<file path="src/rtl/dgc_pkg.sv">
// Shared constants, item types and sequencer codes for the dependency graph cull block.
`default_nettype none

package dgc_pkg;

    localparam int MAX_NODES  = 64;
    localparam int MAX_EDGES  = 256;
    localparam int NODE_W     = $clog2(MAX_NODES);
    localparam int EDGE_AW    = $clog2(MAX_EDGES);
    localparam int NODE_CNT_W = NODE_W + 1;
    localparam int EDGE_CNT_W = EDGE_AW + 1;
    localparam int CNT_W      = EDGE_CNT_W;
    localparam int EDGE_W     = 2 * NODE_W;

    typedef logic [1:0] t_mode;
    localparam t_mode MODE_NODE = 2'd0;
    localparam t_mode MODE_EDGE = 2'd1;
    localparam t_mode MODE_CULL = 2'd2;

    typedef logic [2:0] t_status;
    localparam t_status ST_OK       = 3'd0;
    localparam t_status ST_NODE_OVF = 3'd1;
    localparam t_status ST_EDGE_OVF = 3'd2;
    localparam t_status ST_UNKNOWN  = 3'd3;
    localparam t_status ST_EMPTY    = 3'd4;

    typedef struct packed {
        t_mode             mode;
        logic              side_effect;
        logic [NODE_W-1:0] edge_from;
        logic [NODE_W-1:0] edge_to;
    } t_in_item;

    typedef struct packed {
        logic [NODE_W-1:0] node_id;
        logic              culled;
        t_status           status;
        logic              last;
    } t_out_item;

    typedef enum logic [3:0] {
        S_IDLE,
        S_EINC_RD,
        S_EINC_WR,
        S_SCAN_RD,
        S_SCAN_CHK,
        S_POP,
        S_POP_WAIT,
        S_EDGE_RD,
        S_EDGE_CHK,
        S_DEC,
        S_EMIT_RD,
        S_EMIT
    } t_state;

    typedef enum logic {
        ALU_INC,
        ALU_DEC
    } t_alu_op;

    typedef struct packed {
        t_alu_op          op;
        logic [CNT_W-1:0] operand;
    } t_alu_req;

    typedef struct packed {
        logic [CNT_W-1:0] value;
        logic             zero;
    } t_alu_rsp;

endpackage

`default_nettype wire

</file>
<file path="src/rtl/dependency_graph_cull.sv">
// Top level: dependency graph loader and reference count cull sequencer.
// Node declare keeps the block idle; edge declare runs S_EINC_RD then S_EINC_WR.
// Empty cull: result the cycle after. Cull: scan, edge walk per popped node, emit.
// Results come one per node in id order (S_EMIT_RD, S_EMIT); the receiver cannot stall.
// The edge store walk per popped node (one edge RAM read port) sets the cull time.
// Sync reset clears the sequencer, totals and error; RAMs keep contents, no clearing pass.
`default_nettype none

module dependency_graph_cull (
    input  wire logic               i_clk,
    input  wire logic               i_rst_n,
    input  wire logic               start,
    output logic                    busy,
    input  wire dgc_pkg::t_in_item  i_item,
    output logic                    o_valid,
    output dgc_pkg::t_out_item      o_result
);

    localparam int NW  = dgc_pkg::NODE_W;
    localparam int NCW = dgc_pkg::NODE_CNT_W;
    localparam int EAW = dgc_pkg::EDGE_AW;
    localparam int ECW = dgc_pkg::EDGE_CNT_W;
    localparam int CW  = dgc_pkg::CNT_W;
    localparam int EW  = dgc_pkg::EDGE_W;

    // Sequencer and load state.
    dgc_pkg::t_state    r_state, n_state;
    logic [NCW-1:0]     r_node_total, n_node_total;
    logic [ECW-1:0]     r_edge_total, n_edge_total;
    dgc_pkg::t_status   r_error, n_error;
    logic [NCW-1:0]     r_sp, n_sp;
    // Walk pointers and captured ids.
    logic [NW-1:0]      r_idx, n_idx;
    logic [EAW-1:0]     r_eidx, n_eidx;
    logic [NW-1:0]      r_from, n_from;
    logic [NW-1:0]      r_node, n_node;
    // Result register.
    logic               r_valid, n_valid;
    dgc_pkg::t_out_item r_result, n_result;

    // RAM ports.
    logic              side_we, ref_we, edge_we, stack_we;
    logic [NW-1:0]     side_waddr, ref_waddr, node_raddr, stack_waddr, stack_raddr;
    logic              side_wdata, side_rdata;
    logic [CW-1:0]     ref_wdata, ref_rdata;
    logic [EAW-1:0]    edge_waddr, edge_raddr;
    logic [EW-1:0]     edge_wdata, edge_rdata;
    logic [NW-1:0]     stack_wdata, stack_rdata;

    dgc_pkg::t_alu_req alu_req;
    dgc_pkg::t_alu_rsp alu_rsp;

    logic              accept;
    logic              node_full, edge_full, unknown_node;
    logic              idx_last, eidx_last, stack_room;
    logic [NCW-1:0]    sp_dec;
    logic [NW-1:0]     rd_from, rd_to;

    assign accept       = start && !busy;
    assign busy         = (r_state != dgc_pkg::S_IDLE);
    assign node_full    = (r_node_total >= NCW'(dgc_pkg::MAX_NODES));
    assign edge_full    = (r_edge_total >= ECW'(dgc_pkg::MAX_EDGES));
    assign unknown_node = ({1'b0, i_item.edge_from} >= r_node_total)
                       || ({1'b0, i_item.edge_to} >= r_node_total);
    assign idx_last     = (NCW'(r_idx) + 1'b1) == r_node_total;
    assign eidx_last    = (ECW'(r_eidx) + 1'b1) == r_edge_total;
    assign stack_room   = (r_sp < NCW'(dgc_pkg::MAX_NODES));
    assign sp_dec       = r_sp - 1'b1;
    assign rd_from      = edge_rdata[EW-1:NW];
    assign rd_to        = edge_rdata[NW-1:0];

    // Side marks and counts share one read address.
    dgc_ram #(.WIDTH(1), .DEPTH(dgc_pkg::MAX_NODES)) u_side_ram (
        .i_clk   (i_clk),
        .i_we    (side_we),
        .i_waddr (side_waddr),
        .i_wdata (side_wdata),
        .i_raddr (node_raddr),
        .o_rdata (side_rdata)
    );

    dgc_ram #(.WIDTH(CW), .DEPTH(dgc_pkg::MAX_NODES)) u_ref_ram (
        .i_clk   (i_clk),
        .i_we    (ref_we),
        .i_waddr (ref_waddr),
        .i_wdata (ref_wdata),
        .i_raddr (node_raddr),
        .o_rdata (ref_rdata)
    );

    dgc_ram #(.WIDTH(EW), .DEPTH(dgc_pkg::MAX_EDGES)) u_edge_ram (
        .i_clk   (i_clk),
        .i_we    (edge_we),
        .i_waddr (edge_waddr),
        .i_wdata (edge_wdata),
        .i_raddr (edge_raddr),
        .o_rdata (edge_rdata)
    );

    dgc_ram #(.WIDTH(NW), .DEPTH(dgc_pkg::MAX_NODES)) u_stack_ram (
        .i_clk   (i_clk),
        .i_we    (stack_we),
        .i_waddr (stack_waddr),
        .i_wdata (stack_wdata),
        .i_raddr (stack_raddr),
        .o_rdata (stack_rdata)
    );

    // One count unit serves both the load-time increment and the cull decrement.
    dgc_count_alu u_alu (
        .i_req (alu_req),
        .o_rsp (alu_rsp)
    );

    // Next state.
    always_comb begin
        n_state = r_state;
        case (r_state)
            dgc_pkg::S_IDLE: begin
                if (accept) begin
                    case (i_item.mode)
                        dgc_pkg::MODE_EDGE: begin
                            if (!edge_full && !unknown_node) begin
                                n_state = dgc_pkg::S_EINC_RD;
                            end
                        end
                        dgc_pkg::MODE_CULL: begin
                            if (r_node_total != '0) begin
                                n_state = dgc_pkg::S_SCAN_RD;
                            end
                        end
                        default: n_state = dgc_pkg::S_IDLE;
                    endcase
                end
            end
            dgc_pkg::S_EINC_RD:  n_state = dgc_pkg::S_EINC_WR;
            dgc_pkg::S_EINC_WR:  n_state = dgc_pkg::S_IDLE;
            dgc_pkg::S_SCAN_RD:  n_state = dgc_pkg::S_SCAN_CHK;
            dgc_pkg::S_SCAN_CHK: n_state = idx_last ? dgc_pkg::S_POP : dgc_pkg::S_SCAN_RD;
            dgc_pkg::S_POP: begin
                n_state = (r_sp == '0) ? dgc_pkg::S_EMIT_RD : dgc_pkg::S_POP_WAIT;
            end
            dgc_pkg::S_POP_WAIT: begin
                n_state = (r_edge_total == '0) ? dgc_pkg::S_POP : dgc_pkg::S_EDGE_RD;
            end
            dgc_pkg::S_EDGE_RD:  n_state = dgc_pkg::S_EDGE_CHK;
            dgc_pkg::S_EDGE_CHK: begin
                if (rd_to == r_node) begin
                    n_state = dgc_pkg::S_DEC;
                end else begin
                    n_state = eidx_last ? dgc_pkg::S_POP : dgc_pkg::S_EDGE_RD;
                end
            end
            dgc_pkg::S_DEC:      n_state = eidx_last ? dgc_pkg::S_POP : dgc_pkg::S_EDGE_RD;
            dgc_pkg::S_EMIT_RD:  n_state = dgc_pkg::S_EMIT;
            dgc_pkg::S_EMIT:     n_state = idx_last ? dgc_pkg::S_IDLE : dgc_pkg::S_EMIT_RD;
            default:             n_state = dgc_pkg::S_IDLE;
        endcase
    end

    // Datapath controls and register next values.
    always_comb begin
        n_node_total = r_node_total;
        n_edge_total = r_edge_total;
        n_error      = r_error;
        n_sp         = r_sp;
        n_idx        = r_idx;
        n_eidx       = r_eidx;
        n_from       = r_from;
        n_node       = r_node;
        n_valid      = 1'b0;
        n_result     = r_result;

        side_we      = 1'b0;
        side_waddr   = r_node_total[NW-1:0];
        side_wdata   = i_item.side_effect;
        ref_we       = 1'b0;
        ref_waddr    = r_from;
        ref_wdata    = alu_rsp.value;
        node_raddr   = r_idx;
        edge_we      = 1'b0;
        edge_waddr   = r_edge_total[EAW-1:0];
        edge_wdata   = {i_item.edge_from, i_item.edge_to};
        edge_raddr   = r_eidx;
        stack_we     = 1'b0;
        stack_waddr  = r_sp[NW-1:0];
        stack_wdata  = r_idx;
        stack_raddr  = sp_dec[NW-1:0];
        alu_req.op      = dgc_pkg::ALU_INC;
        alu_req.operand = ref_rdata;

        case (r_state)
            dgc_pkg::S_IDLE: begin
                if (accept) begin
                    case (i_item.mode)
                        dgc_pkg::MODE_NODE: begin
                            if (node_full) begin
                                if (r_error == dgc_pkg::ST_OK) begin
                                    n_error = dgc_pkg::ST_NODE_OVF;
                                end
                            end else begin
                                // Declare the node: store its side-effect flag and zero its count.
                                side_we      = 1'b1;
                                ref_we       = 1'b1;
                                ref_waddr    = r_node_total[NW-1:0];
                                ref_wdata    = '0;
                                n_node_total = r_node_total + 1'b1;
                            end
                        end
                        dgc_pkg::MODE_EDGE: begin
                            if (edge_full) begin
                                if (r_error == dgc_pkg::ST_OK) begin
                                    n_error = dgc_pkg::ST_EDGE_OVF;
                                end
                            end else if (unknown_node) begin
                                if (r_error == dgc_pkg::ST_OK) begin
                                    n_error = dgc_pkg::ST_UNKNOWN;
                                end
                            end else begin
                                edge_we      = 1'b1;
                                n_edge_total = r_edge_total + 1'b1;
                                n_from       = i_item.edge_from;
                            end
                        end
                        dgc_pkg::MODE_CULL: begin
                            if (r_node_total == '0) begin
                                n_valid          = 1'b1;
                                n_result.node_id = '0;
                                n_result.culled  = 1'b0;
                                n_result.status  = (r_error != dgc_pkg::ST_OK) ?
                                                   r_error : dgc_pkg::ST_EMPTY;
                                n_result.last    = 1'b1;
                                n_node_total     = '0;
                                n_edge_total     = '0;
                                n_error          = dgc_pkg::ST_OK;
                            end else begin
                                n_idx = '0;
                                n_sp  = '0;
                            end
                        end
                        default: n_valid = 1'b0;
                    endcase
                end
            end
            dgc_pkg::S_EINC_RD: begin
                node_raddr = r_from;
            end
            dgc_pkg::S_EINC_WR: begin
                alu_req.op = dgc_pkg::ALU_INC;
                ref_we     = 1'b1;
            end
            dgc_pkg::S_SCAN_RD: begin
                node_raddr = r_idx;
            end
            dgc_pkg::S_SCAN_CHK: begin
                if (!side_rdata && ref_rdata == '0 && stack_room) begin
                    stack_we = 1'b1;
                    n_sp     = r_sp + 1'b1;
                end
                if (!idx_last) begin
                    n_idx = r_idx + 1'b1;
                end
            end
            dgc_pkg::S_POP: begin
                if (r_sp != '0) begin
                    n_sp = sp_dec;
                end else begin
                    n_idx = '0;
                end
            end
            dgc_pkg::S_POP_WAIT: begin
                n_node = stack_rdata;
                n_eidx = '0;
            end
            dgc_pkg::S_EDGE_RD: begin
                edge_raddr = r_eidx;
            end
            dgc_pkg::S_EDGE_CHK: begin
                if (rd_to == r_node) begin
                    node_raddr = rd_from;
                    n_from     = rd_from;
                end else if (!eidx_last) begin
                    n_eidx = r_eidx + 1'b1;
                end
            end
            dgc_pkg::S_DEC: begin
                // Drop one reference from a writer without side effects; push it when none remain.
                alu_req.op = dgc_pkg::ALU_DEC;
                if (!side_rdata && ref_rdata != '0) begin
                    ref_we = 1'b1;
                    if (alu_rsp.zero && stack_room) begin
                        stack_we    = 1'b1;
                        stack_wdata = r_from;
                        n_sp        = r_sp + 1'b1;
                    end
                end
                if (!eidx_last) begin
                    n_eidx = r_eidx + 1'b1;
                end
            end
            dgc_pkg::S_EMIT_RD: begin
                node_raddr = r_idx;
            end
            dgc_pkg::S_EMIT: begin
                n_valid          = 1'b1;
                n_result.node_id = r_idx;
                n_result.culled  = !side_rdata && (ref_rdata == '0);
                n_result.status  = r_error;
                n_result.last    = idx_last;
                if (idx_last) begin
                    n_node_total = '0;
                    n_edge_total = '0;
                    n_error      = dgc_pkg::ST_OK;
                end else begin
                    n_idx = r_idx + 1'b1;
                end
            end
            default: n_valid = 1'b0;
        endcase
    end

    always_ff @(posedge i_clk) begin
        if (!i_rst_n) begin
            r_state      <= dgc_pkg::S_IDLE;
            r_node_total <= '0;
            r_edge_total <= '0;
            r_error      <= dgc_pkg::ST_OK;
            r_sp         <= '0;
            r_valid      <= 1'b0;
        end else begin
            r_state      <= n_state;
            r_node_total <= n_node_total;
            r_edge_total <= n_edge_total;
            r_error      <= n_error;
            r_sp         <= n_sp;
            r_valid      <= n_valid;
        end
    end

    always_ff @(posedge i_clk) begin
        r_idx    <= n_idx;
        r_eidx   <= n_eidx;
        r_from   <= n_from;
        r_node   <= n_node;
        r_result <= n_result;
    end

    assign o_valid  = r_valid;
    assign o_result = r_result;

endmodule

`default_nettype wire

</file>
<file path="src/rtl/dgc_ram.sv">
// Generic single-write, single-read RAM with registered read data.
`default_nettype none

module dgc_ram #(
    parameter int WIDTH = 8,
    parameter int DEPTH = 64
) (
    input  wire logic                     i_clk,
    input  wire logic                     i_we,
    input  wire logic [$clog2(DEPTH)-1:0] i_waddr,
    input  wire logic [WIDTH-1:0]         i_wdata,
    input  wire logic [$clog2(DEPTH)-1:0] i_raddr,
    output logic      [WIDTH-1:0]         o_rdata
);

    logic [WIDTH-1:0] r_mem [DEPTH];
    logic [WIDTH-1:0] r_rdata;

    always_ff @(posedge i_clk) begin
        if (i_we) begin
            r_mem[i_waddr] <= i_wdata;
        end
        r_rdata <= r_mem[i_raddr];
    end

    assign o_rdata = r_rdata;

endmodule

`default_nettype wire

</file>
<file path="src/rtl/dgc_count_alu.sv">
// Shared reference count unit: increment or decrement with zero detect.
`default_nettype none

module dgc_count_alu (
    input  wire dgc_pkg::t_alu_req i_req,
    output dgc_pkg::t_alu_rsp      o_rsp
);

    logic [dgc_pkg::CNT_W-1:0] value;

    always_comb begin
        case (i_req.op)
            dgc_pkg::ALU_INC: value = i_req.operand + 1'b1;
            dgc_pkg::ALU_DEC: value = i_req.operand - 1'b1;
            default:          value = i_req.operand;
        endcase
    end

    assign o_rsp.value = value;
    assign o_rsp.zero  = (value == '0);

endmodule

`default_nettype wire

</file>
<file path="config.mk">
export PLATFORM = sky130hd
export DESIGN_NAME = dependency_graph_cull
export DESIGN_NICKNAME = d
export VERILOG_FILES = /design/src/rtl/dgc_pkg.sv /design/src/rtl/dependency_graph_cull.sv /design/src/rtl/dgc_ram.sv /design/src/rtl/dgc_count_alu.sv
export SDC_FILE = /design/constraint.sdc
export NUM_CORES = 2
export LEC_CHECK = 0
export ABC_AREA = 1
export BUFFER_PORTS_ARGS = -buffer_cell sky130_fd_sc_hd__buf_4
export CORE_MARGIN = 2
export CORE_UTILIZATION = 35
export CTS_CLUSTER_SIZE = 25
export DETAILED_ROUTE_END_ITERATION = 8
export HOLD_SLACK_MARGIN = 0.08
export PLACE_DENSITY = 0.52
export SETUP_SLACK_MARGIN = 0.4
export SLEW_MARGIN = 10
export SYNTH_ARGS = -nofsm -noshare
export SYNTH_HDL_FRONTEND = slang
export SYNTH_SLANG_ARGS = --single-unit
</file>
<file path="constraint.sdc">
create_clock -name i_clk -period 9 [get_ports i_clk]
set_input_delay 0.45 -clock i_clk [delete_from_list [all_inputs] [get_ports i_clk]]
set_output_delay 0.45 -clock i_clk [all_outputs]
set_load 0.1 [all_outputs]
</file>
After elaboration in Yosys (flattened, before gate mapping):

Memories as Yosys holds them, arrays and structs flattened. A register that Yosys moved wholly into a read port is not among the register bits.
Index checks and enable logic that the tools add are counted.

* register bits after elaboration: 68
* latch bits: 0
* RAM bits: 4096
* ROM bits: 0
* input port bits: 18
* output and inout bits: 13
* logic and storage cells: 223
* memories: 4

Memories
* u_edge_ram.r_mem: words 256, bits a word 12, rd ports 1, clocked after Yosys merged registers in 1, write ports 1, line dgc_ram.sv:16 `logic [WIDTH-1:0] r_mem [DEPTH];`
* u_ref_ram.r_mem: words 64, bits a word 9, rd ports 1, clocked after Yosys merged registers in 1, write ports 1, line dgc_ram.sv:16
* u_stack_ram.r_mem: words 64, bits a word 6, rd ports 1, clocked after Yosys merged registers in 1, write ports 1, line dgc_ram.sv:16
* u_side_ram.r_mem: words 64, bits a word 1, rd ports 1, clocked after Yosys merged registers in 1, write ports 1, line dgc_ram.sv:16

* add/sub/neg operators: 10
* $mul: 0
* div/mod/pow operators: 0
* $lt $le $gt $ge: 5
* equal/unequal tests: 45
* shifts and indexed selects: 0
* muxes and demuxes: 105
* bitwise operators: 1
* reduce and logical (&&, ||, !) cells: 39

Operators by type and width (number)
* $mux 6: 18
* $mux 9: 9
* $mux 7: 11
* $pmux 9 s2: 3
* $pmux 4 s11: 1
* $mux 11: 3
* $mux 3: 11
* $ne 2x2->1 const B: 15
* $pmux 7 s2: 2
* $pmux 7 s4: 1
* $logic_not 9->1: 3
* $ne 3x3->1 const B: 9
* $mux 1: 25
* $mux 4: 6
* $pmux 6 s2: 2
* $pmux 8 s3: 1
* $pmux 11 s2: 1
* $add 9x1->9 const B: 2
* $pmux 6 s3: 1
* $reduce_and 6->1: 3
* $eq 4x3->1 const B: 4
* $eq 4x4->1 const B: 4
* $mux 8: 2
* $add 7x1->7 const B: 2
* 47 further kinds: 66

Depth between registers and ports, before layout:

* word-level depth: 11
* depth in mapped cells: 22
* mapped depth without buffers: 22

Modules after synthesis:

Synthesis repeated with hierarchy kept, for this count alone.

* cells, all modules: 14854
* area, all modules: 173108.5 um2

Modules (own cells, without submodules)
* dgc_ram at u_edge_ram: times used 1, cells an instance 10311, area an instance 124881.0 um2, sequential area each 92488.7 um2
* dgc_ram at u_ref_ram: times used 1, cells an instance 2016, area an instance 23799.1 um2, sequential area each 17476.8 um2
* dgc_ram at u_stack_ram: times used 1, cells an instance 1376, area an instance 15930.3 um2, sequential area each 11651.2 um2
* dependency_graph_cull: times used 1, cells an instance 745, area an instance 4981.0 um2, sequential area each 1711.6 um2
* dgc_ram at u_side_ram: times used 1, cells an instance 314, area an instance 3045.4 um2, sequential area each 1941.9 um2
* dgc_count_alu: times used 1, cells an instance 92, area an instance 471.7 um2, sequential area each 0.0 um2

Worst setup path after synthesis:

Ideal clock, no wire load.

* kind: register to register
* from: reg r_state[2]
* to: mem u_stack_ram.r_mem[0][0] in the netlist's numbering, data pin
* setup time: 0.518 ns
* arrival time: 3.875 ns
* required time: 8.482 ns
* slack: 4.607 ns
* cell stages (with the launch flop): 19
* buffers on the path: 2
* period minus slack after synthesis: 4.393 ns
* cells stage by stage: dfxtp_1 > inv_1 > ha_1 > nand3_2 > buf_6 > nand2_1 > nand2_2 > inv_1 > ha_1 > inv_1 > nand2_1 > xor2_1 > nand4_1 > nor2_1 > nand3_1 > nor2_2 > nand3_4 > buf_2 > o21ai_1

* longest elaborated chain between the ends: 9

RTL lines
* start: declaration: line dependency_graph_cull.sv:27 `dgc_pkg::t_state r_state, n_state;`
* start signal: assignment: line dependency_graph_cull.sv:324 `r_state <= dgc_pkg::S_IDLE;`
* start signal: assignment: line dependency_graph_cull.sv:331 `r_state <= n_state;`
* $eq 4x4->1 (*): line dependency_graph_cull.sv:192 `case (r_state)`
* $mux 1: line dependency_graph_cull.sv:192
* $not 1->1: line dgc_count_alu.sv:12 `case (i_req.op)`
* $pmux 9 s2: line dgc_count_alu.sv:12
* $logic_not 9->1: line dgc_count_alu.sv:20 `assign o_rsp.zero = (value == '0);`
* $logic_and 1x1->1: line dependency_graph_cull.sv:291 `if (alu_rsp.zero && stack_room) begin`
* $mux 6: line dependency_graph_cull.sv:291
* $mux 6: line dependency_graph_cull.sv:289 `if (!side_rdata && ref_rdata != '0) begin`
* $mux 6 (*): line dependency_graph_cull.sv:192
* via stack_wdata[0]: line dependency_graph_cull.sv:48 `logic [NW-1:0] stack_wdata, stack_rdata;`
* end: declaration: line dgc_ram.sv:16

The timed path passes the listed nets; every way through them passes the cells marked *.

Worst setup path in the final report:

* from: reg r_node_total[2]
* to: mem u_edge_ram.r_mem[173][6] in the netlist's numbering (enable)

* longest elaborated chain between the ends: 9
* elaborated cells between the ends (all ways): 10
* those cells by class: order compare: 2; mux: 7; reduce/logical: 1

RTL lines
* start: declaration: line dependency_graph_cull.sv:28 `logic [NCW-1:0] r_node_total, n_node_total;`
* start signal: assignment: line dependency_graph_cull.sv:332 `r_node_total <= n_node_total;`
* $ge 6x7->1 (on tied branches): line dependency_graph_cull.sv:63, dependency_graph_cull.sv:64
* $logic_or 1x1->1 (*): line dependency_graph_cull.sv:64 `|| ({1'b0, i_item.edge_to} >= r_node_total);`
* $mux 1 (*): line dependency_graph_cull.sv:215 `end else if (unknown_node) begin`
* $mux 1 (*): line dependency_graph_cull.sv:211 `if (edge_full) begin`
* $mux 1 (*): line dependency_graph_cull.sv:195 `case (i_item.mode)`
* $mux 1 (*): line dependency_graph_cull.sv:194 `if (accept) begin`
* $mux 1 (*): line dependency_graph_cull.sv:192
* $mux 1 (*): line dgc_ram.sv:20 `if (i_we) begin`
* $mux 1 (not written as such) (*): line dgc_ram.sv:21 `r_mem[i_waddr] <= i_wdata;`
* end: declaration: line dgc_ram.sv:16

Mark *: on every way between the ends. The rest lies on a longest branch, timed or not.

==> metrics.log <==
[metrics] number of antenna violations at the first check in global routing: 14
[metrics] worst reg2reg path endpoint: u_edge_ram.r_mem[173][6]$_DFFE_PP_
[metrics] total iterations of the first detailed-routing run: 6
[metrics] met3 routed wirelength: 39.01 mm
[metrics] Post-Syn Instances: 13847
[metrics] worst ir drop on vdd: 0.1719 mV
[metrics] final RePlAce weighted congestion: 0.8670
[metrics] final clock period utilization by the worst path: 0.6316
[metrics] Unique masters post-synth: 56
[metrics] Post-Place Worst Slack: 3.312 ns
[metrics] startpoint of the lowest-slack register-to-register path: r_node_total[2]$_SDFFE_PN0P_
[metrics] Final min period: 5.685 ns
[metrics] maximum number of pins on one net before global-route repair: 211
[metrics] Clock Root Buffer: sky130_fd_sc_hd__clkbuf_16
[metrics] Hold Path Origin: i_item[13]
[metrics] # fillers: 46266
[metrics] overall fraction of global-route tracks in use: 0.2073
[metrics] FF+latch area: 125300 µm²
[metrics] Hold Path End: r_error[1]$_SDFFE_PN0P_
[metrics] total power divided by cell area: 218.5 nW/µm²
[metrics] cell count of the worst hold path: 4
[metrics] top routing layer in use: met5
[metrics] die extent in x: 703.9 µm
[metrics] I/O pin count: 31
[metrics] unrepaired setup endpoints after global routing: false
[metrics] signed area change from the synthesized netlist to the final layout: 12.96%
[metrics] count of buffers added by post-CTS timing repair for setup: 0
[metrics] summed negative setup slack over all endpoints: 0 ns
[metrics] die footprint: 495400 µm²
[metrics] class of the tightest hold or removal check: in -> reg
[metrics] final slew viol count: 0
[metrics] Worst setup SP type: flop
[metrics] multi-input gate area in the final layout: 40340 µm²
[metrics] number of DRC markers in iteration 0: 13320
[metrics] highest clock rate: 0.1759 GHz
[metrics] num rows: 257
[metrics] warning count from the yosys run: 0
[metrics] met1 routed wirelength after detailed routing: 230.9 mm
[metrics] transition time at the pin with the least slew margin: 1.307 ns
[metrics] Max Cap Viol: 0
[metrics] grt ovf: 0
[metrics] kind of critical path: reg -> reg
[metrics] Leakage: 63.75 nW
[metrics] total of endpoints with negative setup slack in the final report: 0
[metrics] result of the run: finished clean
[metrics] fraction of layout cells with a size suffix above 1: 0.08747
[metrics] total CTS buffers: 444
[metrics] number of antenna-violating nets in the routed design: 0
[metrics] PortBufs: 30
[metrics] element type at the critical path end: flop
[metrics] Worst Slack Setup Final: 3.315 ns
[metrics] Layout Skew: 0.08434 ns
[metrics] height of the chip: 703.9 µm
[metrics] total wire length after detailed routing: 533.8 mm
[metrics] post-detailed-route wirelength per cell: 26.10 µm
[metrics] P_int: 32.29 mW
[metrics] standard cell core area: 488800 µm²
[metrics] clock network fraction of design power: 0.417
[metrics] total DRC errors in the routed layout: 0
[metrics] synthesized area per cell: 12.38 µm²
[metrics] global-route wire length before repair: 769.8 mm
[metrics] switching power total: 10.02 mW
[metrics] maximum buffer depth of the clock tree: 4
[metrics] Post-Syn Nets: 13896
[metrics] initial cell density of the core: 0.3508
[metrics] flip-flop cell with the highest count after synthesis: sky130_fd_sc_hd__edfxtp_1
[metrics] Gate power share: 0.065
[metrics] sequential share of power: 0.519
[metrics] cell depth of the worst flop-to-flop path: 11
[metrics] TritonCTS clock tree: built
[metrics] net total in the final layout: 13666
[metrics] Hold Vio Cnt, Final: 0
[metrics] total via count in the routed design: 112632
[metrics] endpoint arrival time on the critical path: 6.32 ns
[metrics] routed vias/inst: 5.507
[metrics] H-tree Lvls: 5
[metrics] combined area of all synthesized cells: 171400 µm²
[metrics] Slew Limit Headroom: 0.1290
[metrics] #FFs+latches synth: 4191
[metrics] clock transition at the registers of the reported paths: 0.06 ns
[metrics] share of total power consumed by net switching: 0.2368
[metrics] clock network latency to the later pin of the worst-skew pair: 1.05 ns
[metrics] half-perimeter wire length of the detailed placement result: 301.2 mm
[metrics] ys async rst share: 0
[metrics] number of flops mapped to enable cells by yosys: 4133
[metrics] share of synthesized area occupied by flip-flops and latches: 0.7307
[metrics] sum of met2 wire segment lengths after detailed routing: 246.9 mm
[metrics] Data required, critical path: 9.64 ns
[metrics] number of global-route vias before repair: 107295
[metrics] R2R Setup Slk: 3.32 ns
[metrics] largest fanout on the critical path: 33
[metrics] clock sinks: 4191
[kinds of logic (layout without fill, tap and decap cells)]
family,after synthesis,count (layout),synth area share
xor+xnor,26,26,0.001460
buf+inv,1828,1951,0.04124
mux,46,46,0.002686
fa+ha+maj,31,31,0.002262
simple gates,4536,4536,0.1131
compound gates,3189,3189,0.1085
flops,4191,4191,0.7307
other cells,0,6,0
[flip-flops by register name, indices dropped and copies added (netlist names), 2 cells and up]
name                 cells
u_stack_ram.o_rdata      6
r_sp                     7
r_idx                    6
u_ref_ram.o_rdata        9
r_from                   6
r_node                   6
o_result                11
u_side_ram.r_mem        64
r_state                  4
edge_raddr               8
u_ref_ram.r_mem        576
r_error                  2
u_edge_ram.o_rdata      12
r_edge_total             9
u_stack_ram.r_mem      384
r_node_total             7
u_edge_ram.r_mem      3072
[cell type report]
cell class / instances / share of cell area
clock inverters: 232 / 0.01031
well taps: 6475 / 0.04184
inverters: 803 / 0.01572
clock buffers: 567 / 0.06060
diodes: 6 / 0.00007753
multi-input cells: 7828 / 0.2083
flip-flops and latches: 4191 / 0.6469
repair buffers: 349 / 0.01626
[metal layers]
layer,vias to the layer above,track usage
li1,50609,-
met1,56809,0.2947
met2,4412,0.3298
met3,798,0.02960
met4,4,0.06248
met5,-,0
[worst max-delay path, stage by stage (launching register included)]
cell and delay, ns:
sky130_fd_sc_hd__dfxtp_1 0.53, sky130_fd_sc_hd__inv_1 0.27, sky130_fd_sc_hd__ha_1 0.40, sky130_fd_sc_hd__a21oi_1 0.21
sky130_fd_sc_hd__o21ai_0 0.12, sky130_fd_sc_hd__nand4_1 0.09, sky130_fd_sc_hd__o211a_1 0.18, sky130_fd_sc_hd__nand4_1 0.13
sky130_fd_sc_hd__nor2_2 0.84, sky130_fd_sc_hd__nand3_4 0.96, sky130_fd_sc_hd__buf_4 0.66, sky130_fd_sc_hd__nor3_2 0.91
[cells in the mapped netlist (3+ instances only)]
cell | instances | area share
sky130_fd_sc_hd__a211oi_1 | 16 | 0.00070
sky130_fd_sc_hd__a21oi_1 | 99 | 0.0029
sky130_fd_sc_hd__a22oi_1 | 3 | 0.00013
sky130_fd_sc_hd__a31oi_1 | 4 | 0.00015
sky130_fd_sc_hd__and3_1 | 3 | 0.00011
sky130_fd_sc_hd__buf_1 | 40 | 0.00088
sky130_fd_sc_hd__buf_2 | 138 | 0.0040
sky130_fd_sc_hd__buf_4 | 7 | 0.00031
sky130_fd_sc_hd__clkbuf_1 | 838 | 0.018
sky130_fd_sc_hd__clkinv_1 | 8 | 0.00018
sky130_fd_sc_hd__dfxtp_1 | 58 | 0.0068
sky130_fd_sc_hd__edfxtp_1 | 4133 | 0.72
sky130_fd_sc_hd__ha_1 | 31 | 0.0023
sky130_fd_sc_hd__inv_1 | 780 | 0.017
sky130_fd_sc_hd__inv_2 | 15 | 0.00033
sky130_fd_sc_hd__mux2i_1 | 46 | 0.0027
sky130_fd_sc_hd__nand2_1 | 774 | 0.017
sky130_fd_sc_hd__nand2_2 | 4 | 0.00015
sky130_fd_sc_hd__nand2_4 | 6 | 0.00039
sky130_fd_sc_hd__nand3_1 | 823 | 0.024
sky130_fd_sc_hd__nand3_2 | 4 | 0.00023
sky130_fd_sc_hd__nand3_4 | 6 | 0.00061
sky130_fd_sc_hd__nand4_1 | 325 | 0.012
sky130_fd_sc_hd__nor2_1 | 2363 | 0.052
sky130_fd_sc_hd__nor2_2 | 4 | 0.00015
sky130_fd_sc_hd__nor2_4 | 3 | 0.00020
sky130_fd_sc_hd__nor3_1 | 205 | 0.0060
sky130_fd_sc_hd__nor4_1 | 5 | 0.00018
sky130_fd_sc_hd__o211a_1 | 3 | 0.00018
sky130_fd_sc_hd__o211ai_1 | 151 | 0.0066
sky130_fd_sc_hd__o21ai_0 | 1928 | 0.056
sky130_fd_sc_hd__o21ai_1 | 10 | 0.00029
sky130_fd_sc_hd__o221ai_1 | 320 | 0.016
sky130_fd_sc_hd__o22ai_1 | 579 | 0.021
sky130_fd_sc_hd__o31ai_1 | 4 | 0.00018
sky130_fd_sc_hd__o32ai_1 | 59 | 0.0030
sky130_fd_sc_hd__or2_2 | 4 | 0.00015
sky130_fd_sc_hd__xnor2_1 | 4 | 0.00020
sky130_fd_sc_hd__xor2_1 | 19 | 0.00097
sky130_fd_sc_hd__xor2_2 | 3 | 0.00028
[what timing repair did]
item                      in CTS  in global routing
gates resized for setup        0                  0
hold endpoints to repair     496                  0
hold buffers                  15                  0
[worst max-delay path by stage]
stage / from / end / slack [ns]
5_1_grt: r_node_total[2]$_SDFFE_PN0P_ / u_edge_ram.r_mem[169][0]$_DFFE_PP_ / 3.03
3_3_place_gp: i_item[6] / u_edge_ram.r_mem[169][4]$_DFFE_PP_ / 3.29
3_5_place_dp: i_item[6] / u_edge_ram.r_mem[169][4]$_DFFE_PP_ / 3.31
6_report: r_node_total[2]$_SDFFE_PN0P_ / u_edge_ram.r_mem[173][6]$_DFFE_PP_ / 3.32
4_1_cts: r_node_total[2]$_SDFFE_PN0P_ / u_edge_ram.r_mem[169][0]$_DFFE_PP_ / 3.39
2_1_floorplan: r_state[2]$_SDFFE_PN0P_ / u_stack_ram.r_mem[0][0]$_DFFE_PP_ / 4.61
[power groups by stage]
stage	Combinational (mW)	Sequential, mW	Clock, mW
final	2.73	21.9	17.6
after floorplan	1.35	22.3	0
after detailed placement	2.73	22.4	0
after CTS	2.75	21.9	17.9
after global routing	2.95	21.9	18.6
after global placement	2.73	22.4	0
[per-stage QoR]
step	utilization	cell area [µm²]	hold slack, ns	std cells	power, mW
CTS	0.3962	193600	0.1688	20445	42.59
detailed placement	0.3678	179800	0.4867	19631	25.09
global placement	0.3678	179800	0.4883	19631	25.09
floorplan	-	171400	0.3855	13847	23.67
global route	0.3962	193600	0.2583	20448	43.52
finish	0.3962	193700	0.3034	20451	42.31
[cell usage in the layout (no fill, tap or decap), types with 67 or more instances in the layout]
cell                        count
sky130_fd_sc_hd__a21oi_1       98
sky130_fd_sc_hd__buf_4        290
sky130_fd_sc_hd__clkbuf_1     109
sky130_fd_sc_hd__clkbuf_16    446
sky130_fd_sc_hd__clkinv_1     109
sky130_fd_sc_hd__clkinv_2      67
sky130_fd_sc_hd__edfxtp_1    4133
sky130_fd_sc_hd__inv_1        757
sky130_fd_sc_hd__nand2_1      772
sky130_fd_sc_hd__nand3_1      821
sky130_fd_sc_hd__nand4_1      325
sky130_fd_sc_hd__nor2_1      2334
sky130_fd_sc_hd__nor3_2       177
sky130_fd_sc_hd__o211ai_1     151
sky130_fd_sc_hd__o21ai_0     1928
sky130_fd_sc_hd__o221ai_1     319
sky130_fd_sc_hd__o22ai_1      579
No activity file was read; power rests on OpenSTA's default activity.
